$ cat src/hdl/bb3_pkg.sv
// Shared types and constants for the 3x3 box blur stream.
// No dependencies; used by the lanes, the output stage and the top level.
package bb3_pkg;

    // Per-channel arithmetic widths
    typedef logic [7:0]  pix_t;
    typedef logic [11:0] sum_t;    // up to 9 * 255
    typedef logic [3:0]  cnt_t;    // 1 to 9 neighbors
    typedef logic [12:0] divd_t;   // 2*sum + count
    typedef logic [4:0]  divs_t;   // 2*count
    typedef logic [2:0]  step_t;   // quotient bit position

    // One channel of the 3x3 window, entry row*3+col
    typedef logic [8:0][7:0] chan_win_t;

    // Quotients of the red, green and blue lanes
    typedef logic [2:0][7:0] quot_set_t;

    // Control handed from the sequencer to every lane
    typedef struct packed {
        logic       start;
        logic [8:0] mask;
    } lane_ctl_t;

    // Configuration register indexes (paddr bit 2)
    localparam logic REG_FRAME_WIDTH  = 1'b0;
    localparam logic REG_FRAME_HEIGHT = 1'b1;

    // Register reset values
    localparam logic [10:0] FRAME_WIDTH_RST  = 11'd640;
    localparam logic [12:0] FRAME_HEIGHT_RST = 13'd480;

endpackage

$ cat src/hdl/bb3_merge.sv
// Merge stage: joins the three lane quotients and the row flags into one result register.
// Depends on bb3_pkg.
module bb3_merge (
    input  logic                clk,
    input  logic                rst_n,
    input  logic                push,
    input  bb3_pkg::quot_set_t  quot,
    input  logic                push_row_end,
    input  logic                push_frame_end,
    input  logic                res_ready,
    output logic                res_valid,
    output logic [7:0]          red_out,
    output logic [7:0]          green_out,
    output logic [7:0]          blue_out,
    output logic                row_end,
    output logic                frame_end,
    output logic                space
);

    logic       valid_reg;
    logic [7:0] red_reg;
    logic [7:0] green_reg;
    logic [7:0] blue_reg;
    logic       row_end_reg;
    logic       frame_end_reg;

    // Room for a new result once the held one is taken
    assign space = !valid_reg || res_ready;

    // Track the held transaction
    always_ff @(posedge clk or negedge rst_n)
    begin
        if (!rst_n)
        begin
            valid_reg <= 1'b0;
        end
        else if (push)
        begin
            valid_reg <= 1'b1;
        end
        else if (res_ready)
        begin
            valid_reg <= 1'b0;
        end
    end

    // Capture the lane results together
    always_ff @(posedge clk)
    begin
        if (push)
        begin
            red_reg       <= quot[0];
            green_reg     <= quot[1];
            blue_reg      <= quot[2];
            row_end_reg   <= push_row_end;
            frame_end_reg <= push_frame_end;
        end
    end

    assign res_valid = valid_reg;
    assign red_out   = red_reg;
    assign green_out = green_reg;
    assign blue_out  = blue_reg;
    assign row_end   = row_end_reg;
    assign frame_end = frame_end_reg;

endmodule

$ cat config.mk
export PLATFORM = sky130hd
export DESIGN_NAME = bb3_merge
export DESIGN_NICKNAME = d
export VERILOG_FILES = /design/src/hdl/bb3_pkg.sv /design/src/hdl/bb3_merge.sv
export SDC_FILE = /design/constraint.sdc
export NUM_CORES = 1
export LEC_CHECK = 0
export BUFFER_PORTS_ARGS = -buffer_cell sky130_fd_sc_hd__buf_2
export CORE_ASPECT_RATIO = 1.25
export CORE_MARGIN = 2
export CORE_UTILIZATION = 30
export CTS_CLUSTER_SIZE = 25
export DETAILED_ROUTE_END_ITERATION = 8
export PLACE_DENSITY = 0.64
export SETUP_SLACK_MARGIN = 0.2
export SLEW_MARGIN = 20
export SYNTH_ARGS = -nofsm -noshare
export SYNTH_HDL_FRONTEND = slang
export SYNTH_SLANG_ARGS = --single-unit
$ cat constraint.sdc
create_clock -name clk -period 1.1 [get_ports clk]
set_input_delay 0.22 -clock clk [delete_from_list [all_inputs] [get_ports clk]]
set_output_delay 0.22 -clock clk [all_outputs]
set_load 0.02 [all_outputs]
==> flow_metrics.py <==
metrics = {
    "run_status": {
        "status": "finished with violations",
        "violations": "setup timing",
    },
    "setup_path": {
        "crit_path_end": "space",
        "crit_slowest_cell": "dfrtp_1",
        "cp.required_ns": 0.88,
        "r2r_slack_ns": 0.27,
        "worst-path-buf-inv": 1,
        "worstRegToRegCells": 4,
        "worst_path_dominant_cell_family": "flip-flops",
        "r2r-start": "res_valid$_DFFE_PN0P_",
        "path_depth": 2,
        "startpoint_type": "flop",
        "critical_path_class": "flop to output port",
        "end_kind": "output port",
        "rr_endpoint": "res_valid$_DFFE_PN0P_",
        "slowest_delay_ns": 0.43,
        "crit_start": "res_valid$_DFFE_PN0P_",
        "crit_arrival_ns": 0.94,
        "path_cells": "nand2b_4, buf_6",
        "path_max_fanout": 2,
    },
    "yosys": {
        "synth_top_cell_area_share": 0.943,
        "synth_area_sq_um": 828,
        "yosys_warnings": 0,
        "post_synth_xor_area_fraction": 0,
        "ys_async_sr_fraction": 0.0370,
        "syn_inst": 29,
        "ys_ff_latch": 27,
        "ys.flop_type": "edfxtp_1",
        "synth_edf_count": 26,
        "synth-compound-area-share": 0,
        "synth_largest_area_cell": "edfxtp_1",
        "synth_simple_gate_area_frac": 0.0272,
        "synth.area.mux_share": 0,
        "synth.most_common_cell": "edfxtp_1",
        "ys_top_cells_by_count": "edfxtp_1, dfrtp_1, nand2b_2, nand2b_4",
        "synth_seq_area_share": 0.973,
        "yosysUniqueCellTypes": 4,
        "avgSynthCellArea_sq_um": 28.6,
        "synth_top_cells_by_area": "edfxtp_1, dfrtp_1, nand2b_4",
        "synth_top_family_by_area": "simple AND/OR/NAND/NOR gates",
        "yosys.area_share.adder": 0,
        "syn_nets": 59,
    },
    "power": {
        "ir_worst_vdd_mv": 0.874,
        "cellPowerDensity_nw_per_um2": 1470,
        "total_leakage_power_nw": 0.586,
    },
    "global_routing": {
        "gr-usage-met1": 0.101,
        "grt.busiest_layer": "met2",
        "grt_pass1_vias": 552,
        "grt_pass1_wl_um": 2280,
        "grt_max_degree": 28,
        "grt-ovfl-total": 0,
        "use_met3": 0.0526,
        "antenna_found_initial": 0,
        "grt_use_total": 0.0998,
        "grt_use_met2": 0.157,
    },
    "detailed_routing": {
        "ant_nets": 0,
        "dr_total_vias": 518,
        "post_drt_via_cell_ratio": 4.05,
        "drt_wl_total_um": 1550,
        "wl_per_cell_um": 12.1,
        "dr.pass1.iters": 3,
        "drt_iter0_markers": 1,
        "drc": 0,
    },
    "placement": {
        "io_buffers": 57,
        "dp.cells": 121,
        "place.gp.congestion": 0.651,
    },
    "floorplanning": {
        "die_w_um": 51.0,
        "die_h_um": 62.7,
        "coreArea_sq_um": 2650,
        "die-area_sq_um": 3200,
        "initial_core_util": 0.312,
        "rows": 21,
        "io-pin-count": 58,
    },
    "timing": {
        "final_max_slew_viol_count": 0,
        "worst_pin_slew_ns": 0.146,
        "grt_setup_unrepaired": "yes",
        "fin_crit_sh": 1.05,
        "slew-limit-headroom": 0.902,
        "fin_worst_skew_ns": 0,
        "final-hold-violation-count": 0,
        "setup_viol": 6,
        "fin_ws_ns": -0.0577,
        "fmax_mhz": 864,
        "period_needed_ns": 1.16,
        "fin_tns_setup_ns": -0.115,
    },
    "clock_network": {
        "clockBufferDepth": 2,
        "numCtsBuffers": 3,
        "insertion_delay_ns": 0.32,
        "clkTransAtPathRegs_ns": 0.14,
        "cts-root-buf": "clkbuf_4",
        "cts_sinks": 27,
        "cts_tree": "yes",
        "h-tree-depth": 1,
    },
    "cells_and_area": {
        "fin_util": 0.518,
        "drive_gt1_frac": 0.702,
        "final_cells": 128,
        "fin_nets": 125,
        "area_delta_synth_final_pct": 66.0,
        "fill_cells": 237,
        "diodes": 0,
    },
    "min_path": {
        "min_path_type": "primary input to flop",
    },
    "flow_run": {
        "max_cap_violations": 0,
    },
}
per-layer routing:
metal	routed length (um)	part of all wire
met5	0	0
met2	780	0.50
met4	14	0.0090
met1	515	0.33
met3	239	0.15
final cells by class:
type	count	area, sq um	area share
repair buffers	61	474	0.345
multi-input cells	2	22.5	0.0164
well taps	34	42.5	0.0309
clock inverters	1	7.51	0.00546
clock buffers	3	22.5	0.0164
flip-flops and latches	27	806	0.586
where the power goes:
group          internal [mW]  total, mW  switching, mW
Sequential              1.22       1.25         0.0341
Clock                  0.139      0.413          0.274
Combinational          0.184      0.352          0.168
Total                   1.54       2.02          0.477
placed cells by master (no fill, tap or decap), drive strengths merged:
cell type,instances
dlygate4sd3,1
clkbuf,3
edfxtp,26
clkinvlp,1
dfrtp,1
buf,60
nand2b,2
through the flow:
stage / worst slack, ns / total power [mW] / hold WS (ns) / instance area (sq um)
floorplan: 0.284 / 1.38 / -0.0756 / 828
global placement: 0.268 / 1.52 / -0.00477 / 1180
detailed placement: 0.261 / 1.53 / 0.00161 / 1180
CTS: -0.0832 / 2.00 / 0.0444 / 1290
global route: -0.113 / 2.11 / 0.0313 / 1380
finish: -0.0577 / 2.02 / 0.0639 / 1380
kinds of logic (layout without fill, tap and decap cells):
group                  count (synthesis)  in the layout
buffers and inverters                  0             65
and+or+nand+nor                        2              2
DFF                                   27             27
what timing repair did:
item                                    4_1_cts  5_1_grt
endpoints found under the setup margin       28       28
buffers inserted                              1        1
hold buffers                                  1        0
gates resized for setup                      22       24
hold endpoints to repair                      1        0
how the worst min path moves through the flow:
| stage | end | slack [ns] | cells after the start | from |
|---|---|---|---|---|
| final | red_out[2]$_DFFE_PP_ | 0.06 | 1 | quot[2] |
| after global routing | blue_out[6]$_DFFE_PP_ | 0.03 | 1 | quot[22] |
| after CTS | green_out[4]$_DFFE_PP_ | 0.04 | 1 | quot[12] |
| after detailed placement | res_valid$_DFFE_PN0P_ | 0.002 | 1 | rst_n |
| after global placement | res_valid$_DFFE_PN0P_ | -0.005 | 1 | rst_n |
| after floorplan | res_valid$_DFFE_PN0P_ | -0.08 | 0 | rst_n |
No activity file was read; power rests on OpenSTA's default activity.
