[config.mk]
export PLATFORM = sky130hd
export DESIGN_NAME = bb3_lane
export DESIGN_NICKNAME = d
export VERILOG_FILES = /design/src/hdl/bb3_pkg.sv /design/src/hdl/bb3_lane.sv
export SDC_FILE = /design/constraint.sdc
export NUM_CORES = 1
export LEC_CHECK = 0
export BUFFER_PORTS_ARGS = -buffer_cell sky130_fd_sc_hd__clkbuf_2
export CORE_MARGIN = 1.5
export CORE_UTILIZATION = 55
export DETAILED_ROUTE_END_ITERATION = 8
export HOLD_SLACK_MARGIN = 0.1
export PLACE_DENSITY = 0.84
export SLEW_MARGIN = 20
export SYNTH_ARGS = -nofsm -noshare
export SYNTH_HDL_FRONTEND = slang
export SYNTH_SLANG_ARGS = --single-unit
export TNS_END_PERCENT = 30
[constraint.sdc]
create_clock -name clk -period 3.1 [get_ports clk]
set_input_delay 0.775 -clock clk [delete_from_list [all_inputs] [get_ports clk]]
set_output_delay 0.775 -clock clk [all_outputs]
set_load 0.01 [all_outputs]
[src/hdl/bb3_pkg.sv]
// Shared types and constants for the 3x3 box blur stream.
// No dependencies; used by the lanes, the output stage and the top level.
package bb3_pkg;

    // Per-channel arithmetic widths
    typedef logic [7:0]  pix_t;
    typedef logic [11:0] sum_t;    // up to 9 * 255
    typedef logic [3:0]  cnt_t;    // 1 to 9 neighbors
    typedef logic [12:0] divd_t;   // 2*sum + count
    typedef logic [4:0]  divs_t;   // 2*count
    typedef logic [2:0]  step_t;   // quotient bit position

    // One channel of the 3x3 window, entry row*3+col
    typedef logic [8:0][7:0] chan_win_t;

    // Quotients of the red, green and blue lanes
    typedef logic [2:0][7:0] quot_set_t;

    // Control handed from the sequencer to every lane
    typedef struct packed {
        logic       start;
        logic [8:0] mask;
    } lane_ctl_t;

    // Configuration register indexes (paddr bit 2)
    localparam logic REG_FRAME_WIDTH  = 1'b0;
    localparam logic REG_FRAME_HEIGHT = 1'b1;

    // Register reset values
    localparam logic [10:0] FRAME_WIDTH_RST  = 11'd640;
    localparam logic [12:0] FRAME_HEIGHT_RST = 13'd480;

endpackage

[src/hdl/bb3_lane.sv]
// One color lane: masked 3x3 sum, then rounded mean by an 8-step restoring divide.
// Depends on bb3_pkg.
module bb3_lane (
    input  logic                clk,
    input  logic                rst_n,
    input  bb3_pkg::lane_ctl_t  ctl,
    input  bb3_pkg::chan_win_t  win,
    output logic                idle,
    output bb3_pkg::pix_t       quot
);

    bb3_pkg::sum_t  sum;
    bb3_pkg::cnt_t  cnt;
    bb3_pkg::divd_t dividend;
    bb3_pkg::divd_t shifted;
    logic           fits;

    bb3_pkg::divd_t rem_reg;
    bb3_pkg::divs_t div_reg;
    bb3_pkg::pix_t  quot_reg;
    bb3_pkg::step_t step_reg;
    logic           busy_reg;

    // Sum the neighbors that the mask keeps and count them
    always_comb
    begin
        sum = '0;
        cnt = '0;
        for (int k = 0; k < 9; k++)
        begin
            if (ctl.mask[k])
            begin
                sum = sum + bb3_pkg::sum_t'(win[k]);
                cnt = cnt + bb3_pkg::cnt_t'(1);
            end
        end
    end

    // Round half up: (2*sum + count) / (2*count), quotient below 256
    assign dividend = {sum, 1'b0} + bb3_pkg::divd_t'(cnt);
    assign shifted  = bb3_pkg::divd_t'(div_reg) << step_reg;
    assign fits     = rem_reg >= shifted;

    // Sequence the divide steps
    always_ff @(posedge clk or negedge rst_n)
    begin
        if (!rst_n)
        begin
            busy_reg <= 1'b0;
        end
        else if (ctl.start)
        begin
            busy_reg <= 1'b1;
        end
        else if (busy_reg && step_reg == '0)
        begin
            busy_reg <= 1'b0;
        end
    end

    // Load the operands, then settle one quotient bit per cycle
    always_ff @(posedge clk)
    begin
        if (ctl.start)
        begin
            rem_reg  <= dividend;
            div_reg  <= {cnt, 1'b0};
            quot_reg <= '0;
            step_reg <= '1;
        end
        else if (busy_reg)
        begin
            if (fits)
            begin
                rem_reg            <= rem_reg - shifted;
                quot_reg[step_reg] <= 1'b1;
            end
            step_reg <= step_reg - bb3_pkg::step_t'(1);
        end
    end

    assign idle = !busy_reg;
    assign quot = quot_reg;

endmodule

==> results of run 1 <==
## Yosys cell counts, drive strengths merged (6+ instances only)
| cell type | instances |
|---|---|
| ha | 89 |
| nor3 | 19 |
| mux2i | 16 |
| nand2b | 16 |
| mux2 | 23 |
| and2 | 14 |
| a211oi | 12 |
| nand2 | 68 |
| a31oi | 9 |
| dfxtp | 11 |
| or2 | 9 |
| nor2 | 79 |
| clkbuf | 24 |
| fa | 9 |
| o31ai | 7 |
| xor2 | 24 |
| xnor2 | 50 |
| a211o | 6 |
| or3 | 7 |
| a21o | 20 |
| nor2b | 13 |
| inv | 62 |
| o21a | 14 |
| nand3 | 20 |
| edfxtp | 17 |
| o211ai | 10 |
| a21oi | 63 |
| and3 | 9 |
| o21bai | 6 |
| o21ai | 75 |
## kinds of logic after synthesis
group / synth area share
simple gates: 0.215
compound gates: 0.260
fa+ha+maj: 0.195
buf+inv: 0.0503
xor+xnor: 0.103
mux: 0.0627
flops: 0.113
## per-stage QoR
stage / cells / TNS [ps] / utilization
4_1_cts: 1421 / -77670 / 0.873
3_5_place_dp: 1371 / -92390 / 0.804
3_3_place_gp: 1371 / -88450 / 0.804
2_1_floorplan: 885 / -75860 / -
## timing repair
action                     in CTS
pin swaps                      66
gates resized for setup        86
setup buffers                  42
setup endpoints to repair      37
## metal layers
| metal | GRT overflow | GRT usage |
|---|---|---|
| met1 | 1 | 0.725 |
| met2 | 77 | 0.974 |
| met3 | 2 | 0.530 |
| met4 | 53 | 0.847 |
| met5 | 0 | 0.0588 |
==> metrics, run 1 <==
Die Y-Extent 113 µm; Avg Cell Area, Syn 7.56 µm²; H-tree levels 2; Primary FF master, synth edfxtp_1; net count after synthesis 1067; number of distinct library cells after synthesis 81; Rows 40; Stop stage global routing (5_1_grt); CTS Root Buffer Type clkbuf_16; post-synthesis register bit count 29; Worst endpoint, post-GRT repair rem_reg[12]$_DFFE_PP_/D; post-place setup slack -7680 ps; Port Buffers 92; hold_buf cts 0; Yosys top cell area share 0.166; CTS buffer count 5; CTS Sinks 29; Placed Instance Area 9610 µm²; largest net degree at the start of global routing 31; register area share after synthesis 0.113; Post-synth ARST share 0.0345; area leader, netlist ha_1; worst-case clock buffer depth 2; Cells after Synth 885; Ys Warns 0; Die X 113 µm; count of flip-flops with a built-in enable after synthesis 17; Final HPWL DP 17.8 mm; starting density of the core 0.559; top cells by area, synth ha_1 17%, edfxtp_1 7.6%, xnor2_1 6.4%; status aborted with a tool error; Worst EP kind register input; Mapped Area 6690 µm²; io pins 93; routability congestion estimate from global placement 0.938; Overall Global Routing Usage 0.751; Err [ERROR GRT-0232] Routing congestion too high. Check the congestion heatmap in the GUI.; grt ovf 133
==> inputs of run 2 (changes only) <==
--- a/config.mk
+++ b/config.mk
@@ -7,10 +7,9 @@
 export LEC_CHECK = 0
 export BUFFER_PORTS_ARGS = -buffer_cell sky130_fd_sc_hd__clkbuf_2
 export CORE_MARGIN = 1.5
-export CORE_UTILIZATION = 55
+export CORE_UTILIZATION = 40
 export DETAILED_ROUTE_END_ITERATION = 8
-export HOLD_SLACK_MARGIN = 0.1
-export PLACE_DENSITY = 0.84
+export PLACE_DENSITY_LB_ADDON = 0.15
 export SLEW_MARGIN = 20
 export SYNTH_ARGS = -nofsm -noshare
 export SYNTH_HDL_FRONTEND = slang
==> constraint.sdc (replaced) <==
create_clock -name clk -period 4 [get_ports clk]
set_input_delay 1 -clock clk [delete_from_list [all_inputs] [get_ports clk]]
set_output_delay 1 -clock clk [all_outputs]
set_load 0.01 [all_outputs]
==> metrics, run 2 <==
status finished with violations; violated checks negative setup slack; area leader, netlist ha_1; io pins 93 (unchanged); power per cell area 686 nW/µm²; Worst R2R Path Depth 14; Max Freq 95.2 MHz; Setup CP Type input pin to register; clk_skew 4.21 ps; worst-case clock buffer depth 2 (unchanged); final setup TNS -65360 ps; post-synthesis register bit count 29 (unchanged); Rows 47 (+18%); number of distinct library cells after synthesis 81 (unchanged); fraction of layout instances using a drive strength above 1 0.431; first-pass GRT wire length 34.1 mm; Initial DRC Count 396; via/cell ratio 5.15; CTS Sinks 29 (unchanged); WHS 469 ps; Overall Global Routing Usage 0.233; Die X 132 µm (+17%); final WL 20.8 mm; Rel. slew slack 0.606; Worst-Skew Late Latency 280 ps; Avg Cell Area, Syn 7.56 µm² (unchanged); Setup crit end kind register; count of flip-flops with a built-in enable after synthesis 17 (unchanged); via count 7705; Critical Path Fanout Max 5; CP most frequent cell ha_4; net count after synthesis 1067 (unchanged); Placed Instance Area 9570 µm² (-0.44%); CTS clk-pin slew, worst paths 50 ps; cell area after layout 10500 µm²; Post-synth ARST share 0.0345 (unchanged); largest net degree at the start of global routing 31; period utilization 2.63; Final Hold Viols 0; CTS Root Buffer Type clkbuf_16; register area share after synthesis 0.113 (unchanged); Crit. Startpoint ctl[0]; Crit-path slowest cell or4b_4; core area 16500 µm²; DRC violations left 0; Util after Layout 0.640; most frequent cells in the layout 310 x buf_4, 90 x clkbuf_2, 76 x nor2_1; area growth from synthesis to layout 57.6%; # fillers 1472; crit-path max cell delay 490 ps; setup violators final 16; Final nets 1457; Mapped Area 6690 µm² (unchanged); VDD IR-drop max 0.000392 V; top cells by area, synth ha_1 17%, edfxtp_1 7.6%, xnor2_1 6.4%; r2r endpoint rem_reg[2]; FF-to-FF Start div_reg[2]; hold_buf cts 0 (unchanged); worst setup margin -6510 ps; Die Y-Extent 132 µm (+17%); Cells after Synth 885 (unchanged); max cap viols 0; non-filler cells, final 1496; Critical Path RT 4010 ps; Yosys top cell area share 0.166 (unchanged); Largest register FFs 13; CP arrival 10520 ps; diodes inserted 0; post-place setup slack -7060 ps (+617 ps); Primary FF master, synth edfxtp_1; initial antenna violation count 0; H-tree levels 2 (unchanged); CP Capture Point rem_reg[12]; Slew Limit Fails 0; grt ovf 0; commonest non-fill, non-tap cell in the layout buf_4; CTS tree done; Inst Count DP 1441 (+5.1%); Final HPWL DP 16.7 mm (-6.0%); crit start category input pin; WL/cell 13.9 µm; minimum clock period 10510 ps; first drt pass iteration count 5; commonest cells in the netlist 89 x ha_1, 79 x nor2_1, 73 x o21ai_0; CTS buffer count 5 (unchanged); Die ar. 17500 µm²; count leader, synth ha_1; starting density of the core 0.406 (-0.153); Final ANT Viol Nets 0; Hold Path Class register to register; routability congestion estimate from global placement 0.921 (-1.8%); leakage 5.13 nW; Overall Power 7.24 mW; r2r setup slk 190 ps; Ys Warns 0 (unchanged); Port Buffers 92 (unchanged); RSZ-0062 raised after global routing true; Slew @ Worst Pin 583 ps; vias in the first global route 7411; hold_sp quot[1]
[run 2: cell type report]
cell class	count	area, µm²	area share
clock buffers	5	125	0.0119
repair buffers	410	2890	0.274
well taps	220	275	0.0261
multi-input cells	767	6220	0.590
inverters	62	233	0.0221
clock inverters	3	41.3	0.00392
flip-flops and latches	29	757	0.0718
[run 2: power by group]
part,switching [mW],internal [mW]
combinational,2.84,3.44
sequential,0.0538,0.485
clock,0.130,0.291
total,3.02,4.21
[run 2: metal layers]
layer | share of wire | wire, µm | GRT usage | vias up
met4 | 0.016 | 342 | 0.0501 | 0
met3 | 0.035 | 737 | 0.0192 | 23
met2 | 0.47 | 9710 | 0.403 | 156
met5 | 0 | 0 | 0 | -
met1 | 0.48 | 10000 | 0.316 | 3515
li1 | - | - | - | 4011
[run 2: cell families after synthesis]
logic type	after synthesis	synth area share
and+or+nand+nor	286	0.215
AOI/OAI and AO/OA	268	0.260
adders and majority gates	99	0.195
buffers and inverters	89	0.0503
xor gates and xnor gates	75	0.103
muxes	39	0.0627
DFF	29	0.113
[run 2: repair_timing]
action                                  CTS  global route
hold endpoints to repair                  0             0
pin swaps                                67            27
setup buffers                            36            12
endpoints found under the setup margin   16            29
resized for setup                        59            38
[run 2: worst min path at each step]
| stage | endpoint | cells past startpoint |
|---|---|---|
| after global routing | busy_reg | 1 |
| final | quot[1] | 1 |
| after floorplan | quot[7] | 1 |
| after CTS | quot[1] | 1 |
| after global placement | quot[6] | 1 |
| after detailed placement | quot[1] | 1 |
[run 2: critical path: cells and delay by family]
family / cells / cell delay [ps]
buffers and inverters: 5 / 500
xor gates and xnor gates: 5 / 720
AOI/OAI and AO/OA: 19 / 2680
muxes: 2 / 460
adders and majority gates: 9 / 2440
and+or+nand+nor: 14 / 2690
Power figures use the tool's default switching activity.
